`src/hw/rtl/jsu_pkg.sv`:
```
`default_nettype none

package jsu_pkg;

    // Error codes carried in the result's error_code field
    typedef enum logic [2:0] {
        ERR_NONE     = 3'd0,
        ERR_NOTSTR   = 3'd1,
        ERR_ESC      = 3'd2,
        ERR_HEX      = 3'd3,
        ERR_SUR      = 3'd4,
        ERR_UNTERM   = 3'd5
    } err_code_t;

    localparam int unsigned ByteW  = 8;
    localparam int unsigned ErrW   = 3;
    // tuser: byte_valid, string_done, error_code (lowest bit first)
    localparam int unsigned UserW  = 2 + ErrW;
    localparam int unsigned MaxRes = 4;

endpackage

`default_nettype wire

```
`src/hw/rtl/json_string_unescape_utf8.sv`:
```
// JSON string unescaper with UTF-8 output.
//
// Input channel (s_*): one source byte of JSON text per item in s_tdata;
// s_tlast marks the final byte of the available data.
// Result channel (m_*): one item per decoded content byte or event.
// m_tdata is the UTF-8 byte, m_tuser carries byte_valid, string_done and
// the error code, and m_tlast flags the final result caused by one input.
//
// The results of an input item appear in the cycle after it is accepted.
// The input takes one item per cycle while the receiver is ready and each
// item gives at most one result; an item that gives several results (up to
// four, from a \u escape) holds off the input until its last result is
// taken; the single result register drains one result per ready cycle.
//
// Reset (aresetn low, synchronous) returns the decoder to waiting for an
// opening quote and drops any pending results. When the receiver stalls,
// the current result holds steady and the input is held off once the
// results of the newest item are all that remain to deliver.
`default_nettype none

module json_string_unescape_utf8 (
    input  wire logic                        aclk,
    input  wire logic                        aresetn,
    input  wire logic                        s_tvalid,
    output logic                             s_tready,
    input  wire logic [jsu_pkg::ByteW-1:0]   s_tdata,   // [7:0] in_byte
    input  wire logic                        s_tlast,   // in_end
    output logic                             m_tvalid,
    input  wire logic                        m_tready,
    output logic [jsu_pkg::ByteW-1:0]        m_tdata,   // [7:0] out_byte
    output logic [jsu_pkg::UserW-1:0]        m_tuser,   // [0] byte_valid,
                                                        // [1] string_done,
                                                        // [4:2] error_code
    output logic                             m_tlast    // last_of_run
);

    typedef enum logic [2:0] {
        MODE_IDLE,   // waiting for opening quote
        MODE_STR,    // inside string
        MODE_ESC,    // after backslash
        MODE_HEX,    // collecting \u digits
        MODE_SBS,    // want backslash of low surrogate
        MODE_SU      // want u of low surrogate
    } mode_t;

    // All results of one input item
    typedef struct packed {
        logic [jsu_pkg::MaxRes-1:0][jsu_pkg::ByteW-1:0] bytes;
        logic [2:0]                                     cnt;
        logic                                           bv;
        logic                                           done;
        jsu_pkg::err_code_t                             err;
    } bundle_t;

    typedef struct packed {
        logic       ok;
        logic [3:0] value;
    } hexdig_t;

    typedef struct packed {
        logic [jsu_pkg::MaxRes-1:0][jsu_pkg::ByteW-1:0] bytes;
        logic [2:0]                                     cnt;
    } utf8_t;

    function automatic hexdig_t hex_digit(input logic [7:0] c);
        hexdig_t h;
        h.ok    = 1'b1;
        h.value = 4'd0;
        if (c >= "0" && c <= "9") begin
            h.value = 4'(c - 8'h30);
        end else if (c >= "a" && c <= "f") begin
            h.value = 4'(c - 8'h57);
        end else if (c >= "A" && c <= "F") begin
            h.value = 4'(c - 8'h37);
        end else begin
            h.ok = 1'b0;
        end
        return h;
    endfunction

    function automatic utf8_t utf8_encode(input logic [20:0] cp);
        utf8_t u;
        u.bytes = '0;
        if (cp <= 21'h7F) begin
            u.cnt      = 3'd1;
            u.bytes[0] = cp[7:0];
        end else if (cp <= 21'h7FF) begin
            u.cnt      = 3'd2;
            u.bytes[0] = {3'b110, cp[10:6]};
            u.bytes[1] = {2'b10, cp[5:0]};
        end else if (cp <= 21'hFFFF) begin
            u.cnt      = 3'd3;
            u.bytes[0] = {4'b1110, cp[15:12]};
            u.bytes[1] = {2'b10, cp[11:6]};
            u.bytes[2] = {2'b10, cp[5:0]};
        end else begin
            u.cnt      = 3'd4;
            u.bytes[0] = {5'b11110, cp[20:18]};
            u.bytes[1] = {2'b10, cp[17:12]};
            u.bytes[2] = {2'b10, cp[11:6]};
            u.bytes[3] = {2'b10, cp[5:0]};
        end
        return u;
    endfunction

    mode_t       mode_reg, mode_next;
    logic [15:0] acc_reg, acc_next;
    logic [1:0]  dcnt_reg, dcnt_next;
    logic [9:0]  hi_reg, hi_next;
    logic        low_reg, low_next;

    bundle_t     bundle_reg, bundle_next;
    logic        busy_reg;
    logic [1:0]  idx_reg;

    hexdig_t     hv;
    logic [15:0] hex_val;
    logic [20:0] cp_sel;
    utf8_t       enc;
    logic        is_ws;
    logic        last_res;
    logic        in_take, out_take;

    assign in_take  = s_tvalid && s_tready;
    assign out_take = m_tvalid && m_tready;

    // ---- decode of one source byte ----
    always_comb begin
        mode_next   = mode_reg;
        acc_next    = acc_reg;
        dcnt_next   = dcnt_reg;
        hi_next     = hi_reg;
        low_next    = low_reg;
        bundle_next = '0;
        bundle_next.err = jsu_pkg::ERR_NONE;

        is_ws   = (s_tdata == 8'h20) || (s_tdata inside {[8'h09:8'h0D]});
        hv      = hex_digit(s_tdata);
        hex_val = {acc_reg[11:0], hv.value};
        // low half of a pair: 0x10000 + high bits and low 10 bits, unchecked
        cp_sel  = low_reg ? (21'h10000 + {1'b0, hi_reg, hex_val[9:0]})
                          : {5'd0, hex_val};
        enc     = utf8_encode(cp_sel);

        case (mode_reg)
            MODE_IDLE: begin
                if (s_tdata == "\"") begin
                    mode_next = MODE_STR;
                end else if (!is_ws) begin
                    bundle_next.cnt = 3'd1;
                    bundle_next.err = jsu_pkg::ERR_NOTSTR;
                end
            end
            MODE_STR: begin
                if (s_tdata == "\\") begin
                    mode_next = MODE_ESC;
                end else if (s_tdata == "\"") begin
                    bundle_next.cnt  = 3'd1;
                    bundle_next.done = 1'b1;
                    mode_next        = MODE_IDLE;
                end else begin
                    bundle_next.cnt      = 3'd1;
                    bundle_next.bv       = 1'b1;
                    bundle_next.bytes[0] = s_tdata;
                end
            end
            MODE_ESC: begin
                bundle_next.cnt = 3'd1;
                bundle_next.bv  = 1'b1;
                mode_next       = MODE_STR;
                case (s_tdata)
                    "n":               bundle_next.bytes[0] = 8'h0A;
                    "t":               bundle_next.bytes[0] = 8'h09;
                    "r":               bundle_next.bytes[0] = 8'h0D;
                    "b":               bundle_next.bytes[0] = 8'h08;
                    "f":               bundle_next.bytes[0] = 8'h0C;
                    "\\", "/", "\"":   bundle_next.bytes[0] = s_tdata;
                    "u": begin
                        bundle_next.cnt = 3'd0;
                        bundle_next.bv  = 1'b0;
                        mode_next       = MODE_HEX;
                        acc_next        = 16'd0;
                        dcnt_next       = 2'd0;
                        low_next        = 1'b0;
                    end
                    default: begin
                        bundle_next.bv  = 1'b0;
                        bundle_next.err = jsu_pkg::ERR_ESC;
                        mode_next       = MODE_IDLE;
                    end
                endcase
            end
            MODE_HEX: begin
                if (!hv.ok) begin
                    bundle_next.cnt = 3'd1;
                    bundle_next.err = jsu_pkg::ERR_HEX;
                    mode_next       = MODE_IDLE;
                end else begin
                    acc_next = hex_val;
                    if (dcnt_reg != 2'd3) begin
                        dcnt_next = dcnt_reg + 2'd1;
                    end else begin
                        dcnt_next = 2'd0;
                        if (!low_reg && hex_val >= 16'hD800 && hex_val <= 16'hDBFF) begin
                            hi_next   = hex_val[9:0];
                            mode_next = MODE_SBS;
                        end else begin
                            low_next          = 1'b0;
                            mode_next         = MODE_STR;
                            bundle_next.bytes = enc.bytes;
                            bundle_next.cnt   = enc.cnt;
                            bundle_next.bv    = 1'b1;
                        end
                    end
                end
            end
            MODE_SBS: begin
                if (s_tdata == "\\") begin
                    mode_next = MODE_SU;
                end else if (!is_ws) begin
                    bundle_next.cnt = 3'd1;
                    bundle_next.err = jsu_pkg::ERR_SUR;
                    mode_next       = MODE_IDLE;
                end
            end
            MODE_SU: begin
                if (s_tdata == "u") begin
                    mode_next = MODE_HEX;
                    acc_next  = 16'd0;
                    dcnt_next = 2'd0;
                    low_next  = 1'b1;
                end else if (!is_ws) begin
                    bundle_next.cnt = 3'd1;
                    bundle_next.err = jsu_pkg::ERR_SUR;
                    mode_next       = MODE_IDLE;
                end
            end
            default: begin
                mode_next = MODE_IDLE;
            end
        endcase

        // data ends inside a string: error rides on the last result
        if (s_tlast && mode_next != MODE_IDLE) begin
            bundle_next.err = (mode_next == MODE_SBS || mode_next == MODE_SU)
                              ? jsu_pkg::ERR_SUR : jsu_pkg::ERR_UNTERM;
            if (bundle_next.cnt == 3'd0) begin
                bundle_next.cnt = 3'd1;
            end
            mode_next = MODE_IDLE;
            low_next  = 1'b0;
            dcnt_next = 2'd0;
        end
    end

    // ---- result serializer ----
    assign last_res = (({1'b0, idx_reg} + 3'd1) == bundle_reg.cnt);
    assign s_tready = !busy_reg || (m_tready && last_res);
    assign m_tvalid = busy_reg;
    assign m_tdata  = bundle_reg.bytes[idx_reg];
    assign m_tlast  = last_res;
    assign m_tuser  = {(last_res ? bundle_reg.err : jsu_pkg::ERR_NONE),
                       bundle_reg.done, bundle_reg.bv};

    always_ff @(posedge aclk) begin
        if (!aresetn) begin
            mode_reg <= MODE_IDLE;
            acc_reg  <= 16'd0;
            dcnt_reg <= 2'd0;
            hi_reg   <= 10'd0;
            low_reg  <= 1'b0;
            busy_reg <= 1'b0;
            idx_reg  <= 2'd0;
        end else begin
            if (in_take) begin
                mode_reg <= mode_next;
                acc_reg  <= acc_next;
                dcnt_reg <= dcnt_next;
                hi_reg   <= hi_next;
                low_reg  <= low_next;
            end
            // a new bundle only loads once the previous one drains
            if (in_take && bundle_next.cnt != 3'd0) begin
                bundle_reg <= bundle_next;
                busy_reg   <= 1'b1;
                idx_reg    <= 2'd0;
            end else if (out_take) begin
                if (last_res) begin
                    busy_reg <= 1'b0;
                end else begin
                    idx_reg <= idx_reg + 2'd1;
                end
            end
        end
    end

endmodule

`default_nettype wire

```
`config.mk`:
```
export PLATFORM = sky130hd
export DESIGN_NAME = json_string_unescape_utf8
export DESIGN_NICKNAME = d
export VERILOG_FILES = /design/src/hw/rtl/jsu_pkg.sv /design/src/hw/rtl/json_string_unescape_utf8.sv
export SDC_FILE = /design/constraint.sdc
export NUM_CORES = 1
export LEC_CHECK = 0
export ABC_CLOCK_PERIOD_IN_PS = 9400
export BUFFER_PORTS_ARGS = -buffer_cell sky130_fd_sc_hd__buf_2
export CAP_MARGIN = 20
export CORE_MARGIN = 3
export CORE_UTILIZATION = 55
export DETAILED_ROUTE_END_ITERATION = 8
export PLACE_DENSITY = 0.81
export SYNTH_ARGS = -nofsm -noshare
export SYNTH_HDL_FRONTEND = slang
export SYNTH_SLANG_ARGS = --single-unit
```
`constraint.sdc`:
```
create_clock -name aclk -period 9.4 [get_ports aclk]
set_input_delay 1.88 -clock aclk [delete_from_list [all_inputs] [get_ports aclk]]
set_output_delay 1.88 -clock aclk [all_outputs]
set_load 0.005 [all_outputs]
```
==> impl_metrics.py, run 1 <==
metrics = {
    "yosys": {
        "ys_ff_latch": 68,
        "yosysWarningCount": 0,
        "synth_top_area_cell": "edfxtp_1",
        "syn_area_sq_um": 4150,
        "async_flop_share_pct": 0,
        "yosysTopAreaCellShare_pct": 26.8,
        "syn_inst": 445,
        "synth_cell_types": 70,
        "synth-edff-count": 37,
        "yosys-top-cells-count": "55 x nand2_1, 48 x nor2_1, 37 x edfxtp_1, 31 x dfxtp_1, 29 x a21oi_1",
        "synth_ff_type": "edfxtp_1",
        "synthTopCellsByArea": "edfxtp_1 27%, dfxtp_1 15%, nand2_1 5.0%",
        "avgSynthCellArea_sq_um": 9.32,
        "synth-seq-area-share_pct": 41.8,
        "synth.most_common_cell": "nand2_1",
        "synth.net_count": 466,
    },
    "worst_setup_path": {
        "r2r_start": "idx_reg[0]",
        "worstRegToRegCells": 8,
        "worst_ep_arrival_time_ns": 5.07,
        "crit_required_ns": 9.39,
        "cp_max_fo": 37,
        "cp-start-kind": "input port",
        "reg2reg_to": "dcnt_reg[1]",
        "r2r_slack_ns": 5.97,
        "endpoint_kind": "register",
        "critPathKind": "in -> reg",
    },
    "sta": {
        "post-route-period-util_pct": 54.1,
        "relSlewSlack_pct": 36.5,
        "slew_viol_final": 0,
        "setup_violations": 0,
        "fin_ws_ns": 4.32,
        "fin_setup_tns_ns": 0,
        "min_period_ns": 5.08,
        "rsz0062_at_grt": "false",
        "max_freq_mhz": 197,
        "hold_ws_ns": 0.470,
        "hold_viol_final": 0,
        "fin_skew_ns": 0.00942,
        "worst_slew_pin_slew_ns": 0.952,
    },
    "min_path": {
        "hold_depth": 2,
        "min_path_type": "reg -> reg",
        "hold_start": "acc_reg[10]",
        "worst_hold_path.endpoint": "acc_reg[10]",
    },
    "floorplan": {
        "die-area_sq_um": 8620,
        "io_pins": 29,
        "start_util_pct": 56.9,
        "rows": 31,
        "die_x_um": 92.8,
        "core_area_sq_um": 7290,
        "dieHeight_um": 92.8,
    },
    "cts": {
        "clockBufferDepth": 2,
        "cts_made_buffers": 9,
        "cts_resized": 0,
        "hold_buffers": 0,
        "cts_setup_buffers": 0,
        "htree_levels": 3,
        "cts_tree": "built",
        "cts_sinks": 68,
        "clockRootBuffer": "clkbuf_8",
        "clk_latency_ns": 0.34,
        "clk_pin_slew_worst_paths_ns": 0.08,
    },
    "routing": {
        "drcViolationCount": 0,
        "drt_pass1_iterations": 7,
        "ant_nets": 0,
        "drtIter0Drc": 408,
        "wirelength_um": 10200,
        "vias": 3567,
        "viasPerCell": 6.30,
        "avgRoutedWirePerCell_um": 18.0,
    },
    "power": {
        "cellLeakagePower_nw": 1.68,
        "internal-power_w": 0.000456,
        "clkPwrFrac_pct": 39.3,
        "ir_drop_mv": 0.0973,
        "p_total_w": 0.000599,
        "p_sw_w": 0.000143,
        "netSwitchingFraction_pct": 23.8,
        "seqPwrFrac_pct": 53.6,
        "power_density_nw_per_um2": 133,
        "comb_power_share_pct": 7.1,
    },
    "placed_design": {
        "dp_hpwl_um": 7480,
        "placed_area_sq_um": 4320,
        "dp_slack_ns": 4.07,
        "place.gp.congestion": 0.947,
        "io_buffers": 28,
    },
    "final_layout": {
        "fin_area_sq_um": 4510,
        "diodes": 0,
        "drive_gt1_share_pct": 15.0,
        "final_nets": 483,
        "largest_reg_flops": 35,
        "synthToLayoutAreaGrowth_pct": 8.72,
    },
    "global_routing": {
        "track_usage_pct": 24.4,
        "antenna_found_initial": 0,
        "grt_overflow": 0,
        "grt_start_max_net_pins": 38,
        "grt_pass1_vias": 3218,
        "grt_pass1_wl_um": 16500,
    },
    "run_status": {
        "outcome": "complete, no violations",
    },
    "job": {
        "max-cap-violations": 0,
    },
}
-- worst max-delay path by stage --
| stage | startpoint | to |
|---|---|---|
| floorplan | s_tdata[0] | bundle_reg[0] |
| global placement | s_tdata[0] | bundle_reg[8] |
| detailed placement | s_tdata[1] | bundle_reg[26] |
| finish | s_tdata[1] | bundle_reg[21] |
| global route | s_tdata[0] | bundle_reg[17] |
| CTS | s_tdata[1] | bundle_reg[33] |
-- power groups by stage --
stage	logic, W	registers, W	clock network (W)
after detailed placement	0.0000416	0.000328	0
after floorplan	0.0000280	0.000326	0
final	0.0000426	0.000321	0.000235
after global placement	0.0000406	0.000327	0
after global routing	0.0000460	0.000322	0.000251
after CTS	0.0000418	0.000321	0.000237
-- cell type report --
class	instances	area (sq um)
fill	639	2780
timing repair buffer	33	178
clock inverter	6	63.8
multi-input combinational	337	2230
clock buffer	10	128
inverter	13	48.8
tap	99	124
sequential	68	1730
-- critical path: stages --
cell and delay (ns):
buf_2 0.15, inv_1 0.11, ha_1 0.23, o21bai_1 0.12
a2111oi_4 0.67, o21ai_1 0.24, nor2_1 0.49, nand2_1 0.39
nand3_1 0.23, and3_1 0.17, buf_4 0.39
-- routing by layer --
layer	up-vias	GRT usage, %	routed length, um
li1	1692	-	-
met1	1717	33.2	4510
met2	144	40.0	4940
met3	14	4.22	631
met4	0	7.08	133
met5	-	0	0
-- metrics by stage --
stage / std cells / util, %
final: 566 / 61.8
after global routing: 566 / 61.8
after CTS: 566 / 61.8
after detailed placement: 550 / 59.2
after global placement: 550 / 59.2
after floorplan: 445 / -
-- cell usage in the layout (no fill, tap or decap), types with 9 or more instances in the layout --
cell type,netlist,routed
nand3_1,20,20
a21oi_1,29,29
edfxtp_1,37,37
o21ai_0,17,17
mux2i_1,14,14
and3_1,10,10
buf_2,9,28
nor2_1,48,48
a211oi_1,9,9
clkbuf_8,0,9
dfxtp_1,31,31
inv_1,13,13
nand2_1,55,55
-- kinds of logic (layout without fill, tap and decap cells) --
| group | after synthesis | in the layout | share of synthesized area [%] |
|---|---|---|---|
| AO/OA/AOI/OAI | 102 | 102 | 17.3 |
| XOR/XNOR | 7 | 7 | 1.48 |
| adder cells (fa/ha/maj) | 8 | 8 | 2.41 |
| buffers and inverters | 40 | 62 | 4.35 |
| flip-flops | 68 | 68 | 41.8 |
| multiplexers | 25 | 25 | 8.27 |
| AND/OR/NAND/NOR | 195 | 195 | 24.4 |
(Power assumes the default switching activity.)
==> run 2: changes to the inputs <==
ABC_CLOCK_PERIOD_IN_PS = 4600   (was 9400)
PLACE_DENSITY = 0.84   (was 0.81)
clock period = 4.6 ns   (was 9.4 ns; I/O delays follow)
==> impl_metrics.py, run 2 (same netlist as run 1, synthesis figures left out) <==
metrics = {
    "worst_setup_path": {
        "r2r_start": "idx_reg[0]",
        "crit_start": "s_tdata[1]",
        "cp_max_fo": 37,
        "reg2reg_to": "dcnt_reg[0]",
        "cp-start-kind": "input port",
        "worstRegToRegCells": 8,
        "crit_end": "bundle_reg[31]",
        "endpoint_kind": "register",
        "critPathKind": "in -> reg",
        "worst_ep_arrival_time_ns": 3.84,
        "r2r_slack_ns": 1.21,
        "crit_required_ns": 4.60,
    },
    "job": {
        "max-cap-violations": 0,
    },
    "cts": {
        "cts_made_buffers": 9,
        "htree_levels": 3,
        "clockBufferDepth": 2,
        "hold_buffers": 0,
        "cts_sinks": 68,
        "clk_pin_slew_worst_paths_ns": 0.07,
        "cts_tree": "built",
        "clockRootBuffer": "clkbuf_8",
        "cts_setup_buffers": 0,
        "cts_resized": 0,
        "clk_latency_ns": 0.35,
    },
    "floorplan": {
        "dieHeight_um": 92.8,
        "die_x_um": 92.8,
        "rows": 31,
        "die-area_sq_um": 8620,
        "start_util_pct": 56.9,
        "io_pins": 29,
        "core_area_sq_um": 7290,
    },
    "final_layout": {
        "drive_gt1_share_pct": 15.4,
        "regArea_sq_um": 1730,
        "layout_commonest_cell": "nand2_1",
        "synthToLayoutAreaGrowth_pct": 9.63,
        "largest_reg_flops": 35,
        "multi_input_area_sq_um": 2230,
        "diodes": 0,
        "fillers": 602,
        "final_nets": 485,
        "layout_common_cells": "55 x nand2_1, 48 x nor2_1, 37 x edfxtp_1",
        "fin_util_pct": 62.3,
    },
    "routing": {
        "avgRoutedWirePerCell_um": 18.1,
        "drcViolationCount": 0,
        "wirelength_um": 10300,
        "vias": 3584,
        "drtIter0Drc": 406,
        "drt_pass1_iterations": 5,
        "viasPerCell": 6.31,
        "ant_nets": 0,
    },
    "sta": {
        "fin_setup_tns_ns": 0,
        "post-route-period-util_pct": 83.3,
        "max_freq_mhz": 261,
        "fin_skew_ns": 0.00413,
        "hold_viol_final": 0,
        "slew_viol_final": 0,
        "rsz0062_at_grt": "false",
        "setup_violations": 0,
        "relSlewSlack_pct": 38.5,
        "worst_slew_pin_slew_ns": 0.922,
        "min_period_ns": 3.83,
    },
    "global_routing": {
        "track_usage_pct": 24.6,
        "grt_pass1_wl_um": 16600,
        "grt_overflow": 0,
        "grt_start_max_net_pins": 38,
        "grtUsageMet2_pct": 38.6,
        "antenna_found_initial": 0,
        "met1_usage_pct": 32.7,
        "grt_most_used_layer": "met2",
        "grt_pass1_vias": 3304,
        "gr-usage-met3_pct": 6.34,
    },
    "placed_design": {
        "place.gp.congestion": 0.952,
        "dp_hpwl_um": 7450,
        "io_buffers": 28,
    },
    "min_path": {
        "min_path_type": "reg -> reg",
    },
    "power": {
        "cellLeakagePower_nw": 1.71,
        "power_density_nw_per_um2": 281,
        "ir_drop_mv": 0.157,
    },
    "run_status": {
        "outcome": "complete, no violations",
    },
}
[run 2: cell types whose count changed in the layout (fill, tap and decap cells not counted)]
cell	previous run	this run
bufinv_16	1	2
clkinv_1	0	1
clkinvlp_4	2	1
clkbuf_1	1	0
buf_4	5	7
[run 2: area by class of cell]
| class | count | share of cell area (%) |
|---|---|---|
| multi-input combinational | 337 | 49.2 |
| timing repair buffer | 35 | 4.24 |
| clock buffer | 9 | 2.73 |
| inverter | 13 | 1.07 |
| clock inverter | 7 | 1.98 |
| sequential | 68 | 38.1 |
| tap | 99 | 2.73 |
[run 2: how the worst min path moves through the flow]
stage                           start  cells past startpoint  slack (ns)          end
after global routing      acc_reg[10]                      2        0.50  acc_reg[10]
after detailed placement  acc_reg[10]                      2        0.46  acc_reg[10]
final                     dcnt_reg[1]                      2        0.48  dcnt_reg[1]
after CTS                 dcnt_reg[1]                      2        0.48  dcnt_reg[1]
after global placement    acc_reg[10]                      2        0.45  acc_reg[10]
after floorplan           acc_reg[10]                      2        0.44  acc_reg[10]
[run 2: metal layers]
metal | up-vias | part of all wire (%)
met4 | 0 | 1.8
met3 | 27 | 9.0
met1 | 1663 | 42
met2 | 204 | 48
li1 | 1690 | -
met5 | - | 0
[run 2: per-stage QoR]
stage	hold slack, ns	std cells	worst slack (ns)	cell area, sq um	power (W)
after floorplan	0.439	445	0.635	4150	0.000724
after global placement	0.454	552	0.697	4330	0.000751
after detailed placement	0.464	552	0.522	4330	0.000755
after CTS	0.479	568	0.846	4550	0.00128
after global routing	0.505	568	0.556	4550	0.00132
final	0.480	568	0.767	4550	0.00128
[run 2: report_power, final]
part | internal, W | switching (W)
Combinational | 0.0000319 | 0.0000548
Sequential | 0.000650 | 0.00000638
Clock | 0.000303 | 0.000230
[run 2: critical path, cell delays in order]
cell       delay [ns]
buf_2            0.15
inv_1            0.12
ha_1             0.26
o21bai_1         0.14
a2111oi_4        0.65
o21ai_1          0.23
o2bb2ai_1        0.36
o41ai_2          0.13
buf_4            0.17
nand3_1          0.12
and3_1           0.17
buf_4            0.39
==> run 3: changes to the inputs <==
ABC_AREA = 1   (was default)
ABC_CLOCK_PERIOD_IN_PS = 3300   (was 4600)
clock period = 3.3 ns   (was 4.6 ns; I/O delays follow)
==> impl_metrics.py, run 3 <==
metrics = {
    "final_layout": {
        "layout_commonest_cell": "nand2_1",
        "largest_reg_flops": 35,
        "synthToLayoutAreaGrowth_pct": 11.3,
        "drive_gt1_share_pct": 17.5,
        "fin_area_sq_um": 4600,
        "final_nets": 611,
        "diodes": 0,
        "layout_common_cells": "134 x nand2_1, 83 x nor2_1, 51 x inv_1",
        "regArea_sq_um": 1730,
        "fillers": 638,
        "multi_input_area_sq_um": 2080,
    },
    "power": {
        "p_total_w": 0.00185,
        "power_density_nw_per_um2": 401,
        "ir_drop_mv": 0.350,
        "cellLeakagePower_nw": 1.91,
    },
    "worst_setup_path": {
        "critPathKind": "reg -> reg",
        "cp_max_fo": 37,
        "r2r_start": "low_reg",
        "worst_ep_arrival_time_ns": 2.76,
        "worstRegToRegCells": 13,
        "cp_slowest_cell": "dfxtp_1",
        "cp.buffers_inverters": 2,
        "crit_required_ns": 3.35,
        "cp-start-kind": "register",
        "critical-path-max-stage-delay_ns": 0.62,
        "crit_start": "low_reg",
        "cp_top_family": "simple AND/OR/NAND/NOR gates",
        "endpoint_kind": "register",
        "crit_end": "bundle_reg[36]",
        "reg2reg_to": "bundle_reg[36]",
        "cp.depth": 13,
        "r2r_slack_ns": 0.59,
        "crit_top_cell": "nand2_1",
        "path_cells": "inv_2 -> nor3_1 -> nor2_1 -> nand3_1 -> nor2_2 -> nand2_2 -> nand2_1 -> nand2_1 -> nand3b_1 -> nand3_1 -> nand2_1 -> a21oi_4 -> buf_12",
    },
    "yosys": {
        "synth.net_count": 580,
        "yosysWarningCount": 0,
        "synth_top_area_cell": "edfxtp_1",
        "synth-simple-area-share_pct": 31.7,
        "synth-edff-count": 37,
        "syn_area_sq_um": 4140,
        "avgSynthCellArea_sq_um": 7.40,
        "syn_inst": 559,
        "synthTopCellsByArea": "edfxtp_1 27%, dfxtp_1 15%, nand2_1 12%",
        "synth_compound_area_share_pct": 15.0,
        "yosysTopAreaCellShare_pct": 26.9,
        "synthAdderAreaFrac_pct": 2.42,
        "yosys-top-cells-count": "134 x nand2_1, 83 x nor2_1, 51 x inv_1, 38 x o21ai_0, 37 x edfxtp_1",
        "async_flop_share_pct": 0,
        "synth_mux_area_share_pct": 0,
        "synth_ff_type": "edfxtp_1",
        "synth-xor-area-share_pct": 0.847,
        "synth_top_family_by_area": "simple AND/OR/NAND/NOR gates",
        "synth.most_common_cell": "nand2_1",
        "synth_cell_types": 42,
        "ys_ff_latch": 68,
        "synth-seq-area-share_pct": 41.9,
    },
    "sta": {
        "rsz0062_at_grt": "false",
        "setup_violations": 0,
        "max_freq_mhz": 369,
        "fin_skew_ns": 0.00907,
        "hold_viol_final": 0,
        "fin_setup_tns_ns": 0,
        "relSlewSlack_pct": 59.5,
        "min_period_ns": 2.71,
        "worst_slew_pin_slew_ns": 0.601,
        "fin_ws_ns": 0.589,
        "slew_viol_final": 0,
        "post-route-period-util_pct": 82.1,
    },
    "cts": {
        "clk_latency_ns": 0.35,
        "clockRootBuffer": "clkbuf_8",
        "clk_pin_slew_worst_paths_ns": 0.07,
        "hold_buffers": 0,
        "cts_sinks": 68,
        "cts_setup_buffers": 0,
        "cts_made_buffers": 9,
        "cts_resized": 0,
        "clockBufferDepth": 2,
        "cts_tree": "built",
        "htree_levels": 3,
    },
    "min_path": {
        "min_path_type": "reg -> reg",
    },
    "routing": {
        "drt_pass1_iterations": 5,
        "avgRoutedWirePerCell_um": 15.7,
        "vias": 3938,
        "viasPerCell": 5.70,
        "ant_nets": 0,
        "drcViolationCount": 0,
        "wirelength_um": 10800,
        "drtIter0Drc": 454,
    },
    "run_status": {
        "outcome": "complete, no violations",
    },
    "floorplan": {
        "die-area_sq_um": 8600,
        "rows": 30,
        "dieHeight_um": 92.7,
        "io_pins": 29,
        "die_x_um": 92.7,
        "core_area_sq_um": 7060,
        "start_util_pct": 58.6,
    },
    "placed_design": {
        "dp_hpwl_um": 8130,
        "dp_slack_ns": 0.330,
        "io_buffers": 28,
        "placed_area_sq_um": 4390,
        "place.gp.congestion": 1.01,
    },
    "global_routing": {
        "grt_overflow": 0,
        "track_usage_pct": 26.2,
        "grt_start_max_net_pins": 38,
        "grt_pass1_vias": 3619,
        "antenna_found_initial": 0,
        "grt_pass1_wl_um": 17500,
    },
    "job": {
        "max-cap-violations": 0,
    },
}
==> run 3: changes by cell type in the layout (fill, tap and decap cells not counted), moves of 6 or more <==
cell	change
nand2_2	+15
o21ai_0	+21
nor2_1	+35
nor2_2	+7
and3_1	-10
nand2b_1	-6
nand2_1	+79
o22ai_1	+7
and2_1	-8
mux2i_1	-14
inv_1	+38
nor2b_1	-7
inv_2	+16
mux4_2	-7
==> run 3: tightest hold or removal path, cell delays in order, from the launching register on <==
cell	delay, ns
dfxtp_1	0.30
inv_1	0.06
a21oi_1	0.06
==> run 3: per-layer routing <==
metal  wire length [um]  vias up  GRT usage (%)
li1                   -     1918              -
met1               4800     1784           36.6
met2               4820      210           39.3
met3                918       26           6.34
met4                300        0           10.4
met5                  0        -              0
==> run 3: cells by family after synthesis <==
logic type | after synthesis
adder cells (fa/ha/maj) | 8
flip-flops | 68
AND/OR/NAND/NOR | 291
buffers and inverters | 83
XOR/XNOR | 4
AO/OA/AOI/OAI | 105
==> run 3: power breakdown <==
part / internal (W) / switching (W)
combinational: 0.0000567 / 0.000113
sequential: 0.000915 / 0.0000103
clock: 0.000427 / 0.000327
total: 0.00140 / 0.000449
==> run 3: layout make-up <==
cell class	instances	share of cell area (%)
inverters	69	5.62
multi-input cells	408	45.2
clock buffers	10	2.77
repair buffers	34	4.29
clock inverters	6	1.90
well taps	96	2.61
flip-flops and latches	68	37.6
==> run 3: worst min-delay path by stage <==
stage | startpoint | endpoint | slack (ns) | depth (start not counted)
2_1_floorplan | hi_reg[2] | hi_reg[2] | 0.43 | 2
3_3_place_gp | hi_reg[2] | hi_reg[2] | 0.44 | 2
3_5_place_dp | hi_reg[2] | hi_reg[2] | 0.46 | 2
4_1_cts | hi_reg[2] | hi_reg[2] | 0.47 | 2
5_1_grt | hi_reg[2] | hi_reg[2] | 0.50 | 2
6_report | hi_reg[2] | hi_reg[2] | 0.47 | 2
==> run 3: metrics by stage <==
step | hold WS [ns] | cells | utilization (%)
5_1_grt | 0.497 | 691 | 65.2
4_1_cts | 0.473 | 691 | 65.2
3_5_place_dp | 0.460 | 675 | 62.2
2_1_floorplan | 0.429 | 559 | -
3_3_place_gp | 0.442 | 675 | 62.2
6_report | 0.465 | 691 | 65.2
